==> config.mk <==
export PLATFORM = sky130hd
export DESIGN_NAME = oahs_front_flat
export DESIGN_NICKNAME = d
export VERILOG_FILES = /design/src/design/oahs_pkg.sv /design/src/design/oahs_if.sv /design/src/design/oahs_front.sv /design/src/flat_wrapper.sv
export SDC_FILE = /design/constraint.sdc
export NUM_CORES = 1
export LEC_CHECK = 0
export ABC_AREA = 1
export BUFFER_PORTS_ARGS = -buffer_cell sky130_fd_sc_hd__buf_2
export CORE_MARGIN = 4
export CORE_UTILIZATION = 28
export CTS_BUF_LIST = sky130_fd_sc_hd__clkbuf_8
export DETAILED_ROUTE_END_ITERATION = 7
export PLACE_DENSITY = 0.51
export SLEW_MARGIN = 20
export SYNTH_ARGS = -nofsm -noshare
export SYNTH_HDL_FRONTEND = slang
export SYNTH_SLANG_ARGS = --single-unit
==> constraint.sdc <==
create_clock -name clk_i -period 6.9 [get_ports clk_i]
set_input_delay 1.035 -clock clk_i [delete_from_list [all_inputs] [get_ports clk_i]]
set_output_delay 1.035 -clock clk_i [all_outputs]
set_load 0.005 [all_outputs]
==> src/design/oahs_pkg.sv <==
`default_nettype none
// ----------------------------------------------------------------------------
// oahs_pkg
// shared types and constants of the open addressing hash set
// ----------------------------------------------------------------------------
package oahs_pkg;

  localparam int SlotCountLog2Dflt = 10;
  localparam int KeyWidthDflt      = 64;
  localparam int HashWidthDflt     = 64;
  localparam int PerturbShift      = 5;
  localparam int CountWidth        = 11;
  localparam int StatusWidth       = 3;
  localparam int OpWidth           = 3;
  localparam int CfgWidth          = 4;
  localparam logic [CfgWidth-1:0] SizeLog2Min   = 4'd3;
  localparam logic [CfgWidth-1:0] SizeLog2Reset = 4'd3;

  typedef enum logic [OpWidth-1:0] {
    OP_ADD      = 3'd0,
    OP_CONTAINS = 3'd1,
    OP_DISCARD  = 3'd2,
    OP_POP      = 3'd3,
    OP_CLEAR    = 3'd4
  } op_e;

  typedef enum logic [StatusWidth-1:0] {
    ST_ADDED     = 3'd0,
    ST_PRESENT   = 3'd1,
    ST_FOUND     = 3'd2,
    ST_NOT_FOUND = 3'd3,
    ST_REMOVED   = 3'd4,
    ST_EMPTY     = 3'd5,
    ST_FULL      = 3'd6
  } status_e;

  typedef enum logic [1:0] {
    FLAG_EMPTY  = 2'd0,
    FLAG_ACTIVE = 2'd1,
    FLAG_TOMB   = 2'd2
  } flag_e;

  // classified command kinds passed from front to back
  typedef enum logic [2:0] {
    CMD_ADD     = 3'd0,
    CMD_LOOKUP  = 3'd1,
    CMD_DISCARD = 3'd2,
    CMD_POP     = 3'd3,
    CMD_CLEAR   = 3'd4,
    CMD_NOP     = 3'd5
  } cmd_e;

endpackage : oahs_pkg
`default_nettype wire

==> src/design/oahs_if.sv <==
`default_nettype none
// ----------------------------------------------------------------------------
// oahs channel interfaces
// valid/ready channels for operations, results and configuration
// ----------------------------------------------------------------------------
interface oahs_op_if
  import oahs_pkg::*;
#(
  parameter int KEY_WIDTH  = KeyWidthDflt,
  parameter int HASH_WIDTH = HashWidthDflt
);
  logic                  valid;
  logic                  ready;
  logic [OpWidth-1:0]    operation;
  logic [KEY_WIDTH-1:0]  key;
  logic [HASH_WIDTH-1:0] key_hash;
  modport source (output valid, operation, key, key_hash, input ready);
  modport sink   (input valid, operation, key, key_hash, output ready);
endinterface

`default_nettype wire

==> src/design/oahs_front.sv <==
`default_nettype none
// ----------------------------------------------------------------------------
// oahs_front
// accepts operations, classifies them and queues commands for the back end
// ----------------------------------------------------------------------------
module oahs_front
  import oahs_pkg::*;
#(
  parameter int KEY_WIDTH  = KeyWidthDflt,
  parameter int HASH_WIDTH = HashWidthDflt,
  parameter int CMD_W      = 3 + KEY_WIDTH + HASH_WIDTH
) (
  input  wire               clk_i,
  input  wire               rst_ni,
  oahs_op_if.sink           op,
  output logic              cmd_valid_o,
  input  wire               cmd_ready_i,
  output logic [CMD_W-1:0]  cmd_o
);

  localparam int Depth = 2;

  logic [CMD_W-1:0] fifo_q [Depth];
  logic [0:0] wr_q, rd_q;
  logic [1:0] cnt_q;
  cmd_e kind;
  logic push, pop;

  always_comb begin
    unique case (op.operation)
      OP_ADD:      kind = CMD_ADD;
      OP_CONTAINS: kind = CMD_LOOKUP;
      OP_DISCARD:  kind = CMD_DISCARD;
      OP_POP:      kind = CMD_POP;
      OP_CLEAR:    kind = CMD_CLEAR;
      default:     kind = CMD_NOP;
    endcase
  end

  assign op.ready    = (cnt_q != 2'(Depth));
  assign push        = op.valid && op.ready;
  assign cmd_valid_o = (cnt_q != 2'd0);
  assign pop         = cmd_valid_o && cmd_ready_i;
  assign cmd_o       = fifo_q[rd_q];

  always_ff @(posedge clk_i) begin
    if (push) begin
      fifo_q[wr_q] <= {kind, op.key, op.key_hash};
    end
  end

  always_ff @(posedge clk_i or negedge rst_ni) begin
    if (!rst_ni) begin
      wr_q  <= '0;
      rd_q  <= '0;
      cnt_q <= '0;
    end else begin
      if (push) wr_q <= wr_q + 1'b1;
      if (pop)  rd_q <= rd_q + 1'b1;
      cnt_q <= cnt_q + 2'(push) - 2'(pop);
    end
  end

  a_no_overflow: assert property (@(posedge clk_i) disable iff (!rst_ni)
    cnt_q <= 2'(Depth)) else $error("command queue overflow");
  a_cnt_track: assert property (@(posedge clk_i) disable iff (!rst_ni)
    (push && !pop) |=> cnt_q == $past(cnt_q) + 2'd1) else $error("queue count");
  a_valid_hold: assert property (@(posedge clk_i) disable iff (!rst_ni)
    (cmd_valid_o && !cmd_ready_i) |=> cmd_valid_o) else $error("command dropped");

endmodule : oahs_front
`default_nettype wire

==> src/flat_wrapper.sv <==
// flat-port wrapper written by rule: the top's interface ports become plain ports
module oahs_front_flat import oahs_pkg::*;
#(
  parameter int KEY_WIDTH  = KeyWidthDflt,
  parameter int HASH_WIDTH = HashWidthDflt,
  parameter int CMD_W      = 3 + KEY_WIDTH + HASH_WIDTH
)
  (clk_i, rst_ni, cmd_valid_o, cmd_ready_i, cmd_o, op_valid, op_operation, op_key, op_key_hash, op_ready);
  oahs_op_if #(.KEY_WIDTH(KEY_WIDTH), .HASH_WIDTH(HASH_WIDTH)) op_i ();
  input  wire clk_i;
  input  wire rst_ni;
  output logic cmd_valid_o;
  input  wire cmd_ready_i;
  output logic [CMD_W-1:0] cmd_o;
  input wire logic [$bits(op_i.valid)-1:0] op_valid;
  input wire logic [$bits(op_i.operation)-1:0] op_operation;
  input wire logic [$bits(op_i.key)-1:0] op_key;
  input wire logic [$bits(op_i.key_hash)-1:0] op_key_hash;
  output wire logic [$bits(op_i.ready)-1:0] op_ready;
  assign op_i.valid = op_valid;
  assign op_i.operation = op_operation;
  assign op_i.key = op_key;
  assign op_i.key_hash = op_key_hash;
  assign op_ready = op_i.ready;
  oahs_front #(.KEY_WIDTH(KEY_WIDTH), .HASH_WIDTH(HASH_WIDTH), .CMD_W(CMD_W)) u_core (.clk_i(clk_i), .rst_ni(rst_ni), .op(op_i), .cmd_valid_o(cmd_valid_o), .cmd_ready_i(cmd_ready_i), .cmd_o(cmd_o));
endmodule
==> flow_metrics.tcl, run 1 <==
set metrics [dict create \
    status "finished clean" \
    synthCells 721 \
    ant_nets 0 \
    drt-pass1-iter-count 4 \
    path_cells "inv_4, buf_4, nand2_1, nand2_1, buf_2" \
    hold_viol 0 \
    max_slew_margin_pct 41.9 \
    cp_top_family "buffers and inverters" \
    path_buf_inv 3 \
    nNetsFinal 1148 \
    slew_viol_final 0 \
    r2r-end "u_core.fifo_q[0][125]" \
    cp_max_fo 69 \
    drive_gt1_share_pct 31.7 \
    skew_ps 15.5 \
    synthToLayoutAreaGrowth_pct 26.1 \
    fmax_mhz 242 \
    grt_setup_unrepaired "false" \
    die_y_um 195 \
    grt_max_degree 78 \
    syn_nets 858 \
    port_buffers 267 \
    maxCapViolCount 0 \
    crit_type "reg2out" \
    syn_area_um2 9810 \
    cts_buffer_depth 3 \
    cp.required_ps 5860 \
    grt_pass1_vias 6193 \
    crit_arrival_ps 3100 \
    fp.dieW_um 195 \
    critPathMostFrequentCell "nand2_1" \
    cts_sinks 266 \
    irDropWorstVdd_mv 0.181 \
    antenna_found_initial 3 \
    post_cts_buffers 0 \
    detail_route.wl_per_cell_um 15.3 \
    critical_path.endpoint_type "output port" \
    ys_ff_latch 266 \
    leakage_nw 5.32 \
    setup_violations 0 \
    clk_latency_ps 550 \
    fin_cells 1501 \
    die_area_um2 38100 \
    min_path_type "in2async" \
    power_frac_seq_pct 46.5 \
    grt_overflow 0 \
    wirelength_um 22900 \
    p_comb_share_pct 28.5 \
    clockPowerShare_pct 25.0 \
    htreeDepth 2 \
    cts-resized-gates 0 \
    place_inst 1418 \
    r2r_start "u_core.cnt_q[1]" \
    place.gp.congestion 0.686 \
    yosysUniqueCellTypes 13 \
    max_stage_delay_ps 740 \
    ff2ff_setup_slack_ps 4350 \
    root_buffer "clkbuf_8" \
    ys_seq_area_share_pct 81.2 \
    fin_crit_sh_pct 59.9 \
    rows 68 \
    drcViolationCount 0 \
    yosys_warnings 0 \
    synth_area_per_cell_um2 13.6 \
    rr_worst_depth 4 \
    cp_slowest_cell "dfrtp_4" \
    ios 268 \
    fin_tns_setup_ps 0 \
    crit_path_start_kind "flip-flop" \
    drt-initial-drc-count 306 \
    dr_total_vias 6082 \
    grt_pass1_wl_um 34900 \
    viasPerCell 4.05 \
    cts_tree "done" \
    p_per_area_nw_per_um2 407 \
    min_period_ps 4130 \
    dp_hpwl_um 14300 \
    cts.clk_slew.worst_paths_ps 60 \
    p_int_w 0.00336 \
    cts-hold-fix-buffers 0 \
    cts_buffers 46 \
    grtUsageTotal_pct 11.7 \
    p_sw_share_pct 33.3 \
    initial_utilization_pct 28.4 \
    netSwitchingPower_w 0.00168 \
    tightest_slew_ps 871 \
    core_area_um2 34500 \
]
## Yosys cell counts
master,instances,area [um^2]
a21o_1,1,7.51
nand3_1,3,15.0
inv_4,1,6.26
ha_1,2,25.0
buf_2,17,85.1
buf_4,2,15.0
edfxtp_1,262,7870
nor2_1,2,7.51
inv_1,10,37.5
buf_6,10,113
nand2_1,406,1520
dfrtp_1,4,100
clkbuf_1,1,3.75
## through the flow
| stage | setup WS (ps) | area (um^2) | power [W] | hold WS (ps) | util (%) |
|---|---|---|---|---|---|
| 6_report | 2770 | 12400 | 0.00503 | 286 | 35.8 |
| 5_1_grt | 2390 | 12400 | 0.00543 | 225 | 35.8 |
| 4_1_cts | 2540 | 12400 | 0.00518 | 225 | 35.8 |
| 3_5_place_dp | 3180 | 11500 | 0.00388 | 467 | 33.4 |
| 3_3_place_gp | 3170 | 11500 | 0.00388 | 464 | 33.4 |
| 2_1_floorplan | 1930 | 9810 | 0.00320 | 442 | - |
## state kept, by name, summed over array words and instances, names as in the netlist
signal,cells
u_core.cnt_q,2
u_core.rd_q,1
u_core.fifo_q,262
u_core.wr_q,1
## layout by cell type, fill, tap and decap left out
| master | count |
|---|---|
| nand2_1 | 406 |
| buf_2 | 267 |
| edfxtp_1 | 262 |
| clkbuf_8 | 49 |
| inv_1 | 23 |
| clkinv_1 | 13 |
| buf_4 | 5 |
| clkinv_2 | 4 |
| nand3_1 | 3 |
| dfrtp_1 | 3 |
| ha_1 | 2 |
| clkinvlp_4 | 2 |
| diode_2 | 1 |
| inv_4 | 1 |
| nor2_1 | 1 |
| a21o_1 | 1 |
| inv_6 | 1 |
| nor2_4 | 1 |
| dfrtp_4 | 1 |
## power by group through the flow
stage	sequential, W	clock (W)	combinational [W]
finish	0.00234	0.00126	0.00143
global placement	0.00238	0	0.00150
detailed placement	0.00238	0	0.00150
global route	0.00238	0.00141	0.00165
floorplan	0.00234	0	0.000862
CTS	0.00235	0.00133	0.00150
## per-layer routing
layer | part of all wire, % | global-route usage (%) | routed length, um | vias up
met4 | 1.7 | 3.65 | 386 | 4
met3 | 10 | 5.30 | 2350 | 37
met1 | 40 | 14.0 | 9280 | 2805
li1 | - | - | - | 3013
met2 | 47 | 19.0 | 10900 | 223
met5 | 0.12 | 0 | 27 | -
## layout make-up
cell class                 count  area [um^2]
sequential                   266         7970
timing repair buffer         272         1370
inverter                      11         48.8
fill                        3446        22200
tap                          455          569
antenna                        1         2.50
clock inverter                33          136
clock buffer                  49          674
multi-input combinational    414         1590
## worst reg2reg max path: cells and delay by family (launching register included)
kind | cells | cell delay [ps]
buf+inv | 2 | 1430
simple gates | 2 | 310
flops | 1 | 390
## kinds of logic after synthesis
group | count (synthesis) | share of synthesized area [%]
compound gates | 1 | 0.0766
fa+ha+maj | 2 | 0.255
buf+inv | 41 | 2.65
flops | 266 | 81.2
simple gates | 411 | 15.8
## worst max path at each step
stage | from | end | slack, ps | cells past startpoint
after floorplan | op_valid | u_core.fifo_q[1][0] | 1930 | 2
final | u_core.rd_q | cmd_o[53] | 2770 | 5
after CTS | u_core.rd_q | cmd_o[121] | 2540 | 5
after global routing | u_core.rd_q | cmd_o[58] | 2390 | 5
after detailed placement | u_core.rd_q | cmd_o[121] | 3180 | 5
after global placement | u_core.rd_q | cmd_o[121] | 3170 | 5
No activity file was read; power rests on OpenSTA's default activity.
==> run 2: changes to the inputs <==
clock period = 3.75 ns   (was 6.9 ns; I/O delays follow)
==> flow_metrics.tcl, run 2 (synthesis results as in run 1) <==
set metrics [dict create \
    status "finished clean" \
    cts_sinks 266 \
    grt_pass1_wl_um 35000 \
    die_area_um2 38100 \
    drt-pass1-iter-count 6 \
    cp.required_ps 3190 \
    grt_setup_unrepaired "false" \
    largest_reg_flops 262 \
    critical_path.endpoint_type "output port" \
    maxCapViolCount 0 \
    drt-initial-drc-count 243 \
    fp.dieW_um 195 \
    max_slew_margin_pct 44.0 \
    whs_ps 207 \
    grtUsageTotal_pct 11.7 \
    r2r_start "u_core.cnt_q[1]" \
    port_buffers 267 \
    dr_total_vias 6181 \
    dp_hpwl_um 14700 \
    fin_crit_sh_pct 72.5 \
    min_path_type "in2reg" \
    rr_worst_depth 4 \
    reg.largest.list "u_core.fifo_q (262), u_core.cnt_q (2)" \
    post_cts_buffers 0 \
    hold_viol 0 \
    crit_type "reg2out" \
    p_int_w 0.00656 \
    clk_latency_ps 540 \
    crit_path_start_kind "flip-flop" \
    power_frac_seq_pct 43.3 \
    ant_nets 0 \
    leakage_nw 5.42 \
    grt_max_degree 74 \
    min_period_ps 2720 \
    drcViolationCount 0 \
    cts.clk_slew.worst_paths_ps 60 \
    ff2ff_setup_slack_ps 1780 \
    crit_start "u_core.rd_q" \
    antenna_found_initial 2 \
    cts_tree "done" \
    grt_pass1_vias 6234 \
    detail_route.wl_per_cell_um 15.3 \
    critical_path.endpoint "cmd_o[44]" \
    rows 68 \
    placement.cell_area_um2 11600 \
    p_per_area_nw_per_um2 770 \
    top_register "u_core.fifo_q" \
    viasPerCell 4.10 \
    irDropWorstVdd_mv 0.458 \
    slew_viol_final 0 \
    skew_ps 8.90 \
    setup_violations 0 \
    final_cell_mix "nand2_1 (406), buf_2 (267), edfxtp_1 (262)" \
    p_comb_share_pct 29.1 \
    nFillCells 3415 \
    ios 268 \
    grt_overflow 0 \
    total_power_w 0.00968 \
    drive_gt1_share_pct 32.4 \
    cp_max_fo 69 \
    place.gp.congestion 0.753 \
    fin_tns_setup_ps 0 \
    clockPowerShare_pct 27.6 \
    p_sw_share_pct 32.2 \
    core_area_um2 34500 \
    nNetsFinal 1153 \
    final_common_cell "nand2_1" \
    postLayoutCellArea_um2 12600 \
    multi_input_area_um2 1590 \
    tightest_slew_ps 840 \
    netSwitchingPower_w 0.00311 \
    register_area_um2 7970 \
    root_buffer "clkbuf_8" \
    wirelength_um 23000 \
    r2r-end "u_core.fifo_q[0][104]" \
    cts_buffer_depth 3 \
    crit_arrival_ps 2160 \
    die_y_um 195 \
    fmax_mhz 368 \
    initial_utilization_pct 28.4 \
    cts_buffers 46 \
    synthToLayoutAreaGrowth_pct 28.2 \
    htreeDepth 2 \
]
## run 2: changes by cell type in the layout (fill, tap and decap cells not counted), sizes merged
cell,before,now
bufinv,0,5
clkinv,17,18
buf,272,276
clkinvlp,2,0
inv,25,22
dlygate4sd3,0,1
## run 2: area by class of cell
cell class	count	area share, %
Multi-Input combinational cell	414	12.6
Inverter	11	0.388
Clock inverter	34	2.12
Sequential cell	266	63.4
Antenna cell	1	0.0199
Clock buffer	49	5.36
Timing Repair Buffer	277	11.5
Tap cell	455	4.53
## run 2: timing repair
item / in CTS / in global routing
resized for setup: 0 / 0
endpoints found under the hold margin: 4 / 0
hold buffers: 1 / 0
## run 2: critical path, cell delays in order (launching register included)
cell and delay [ps]:
dfrtp_4 490, inv_4 370, buf_12 340, nand2_1 90, nand2_1 110, buf_2 120
## run 2: power groups by stage
| stage | clock network (W) | logic, W | registers (W) |
|---|---|---|---|
| floorplan | 0 | 0.00159 | 0.00428 |
| global placement | 0 | 0.00290 | 0.00424 |
| detailed placement | 0 | 0.00292 | 0.00425 |
| CTS | 0.00279 | 0.00293 | 0.00419 |
| global route | 0.00294 | 0.00321 | 0.00424 |
| finish | 0.00267 | 0.00282 | 0.00419 |
## run 2: through the flow
| stage | worst slack, ps | utilization [%] | std cells |
|---|---|---|---|
| 3_3_place_gp | 1580 | 33.6 | 1422 |
| 3_5_place_dp | 1580 | 33.6 | 1422 |
| 5_1_grt | 863 | 36.4 | 1506 |
| 4_1_cts | 948 | 36.4 | 1506 |
| 6_report | 1030 | 36.4 | 1507 |
| 2_1_floorplan | 71.1 | - | 721 |
## run 2: worst min-delay path by stage
stage,startpoint,to,slack (ps),cells past startpoint
2_1_floorplan,rst_ni,u_core.cnt_q[0],270,0
3_3_place_gp,rst_ni,u_core.wr_q,390,1
3_5_place_dp,rst_ni,u_core.wr_q,380,1
4_1_cts,op_key[41],u_core.fifo_q[1][105],140,1
5_1_grt,op_key[56],u_core.fifo_q[1][120],150,1
6_report,op_key[56],u_core.fifo_q[1][120],210,1
## run 2: per-layer routing
layer | routed length, um | vias to the layer above | global-route usage [%] | share of wire, %
li1 | - | 3024 | - | -
met1 | 9910 | 2898 | 15.0 | 43
met2 | 10400 | 212 | 17.9 | 45
met3 | 2180 | 43 | 4.92 | 9.5
met4 | 537 | 4 | 4.01 | 2.3
met5 | 40 | - | 0 | 0.17
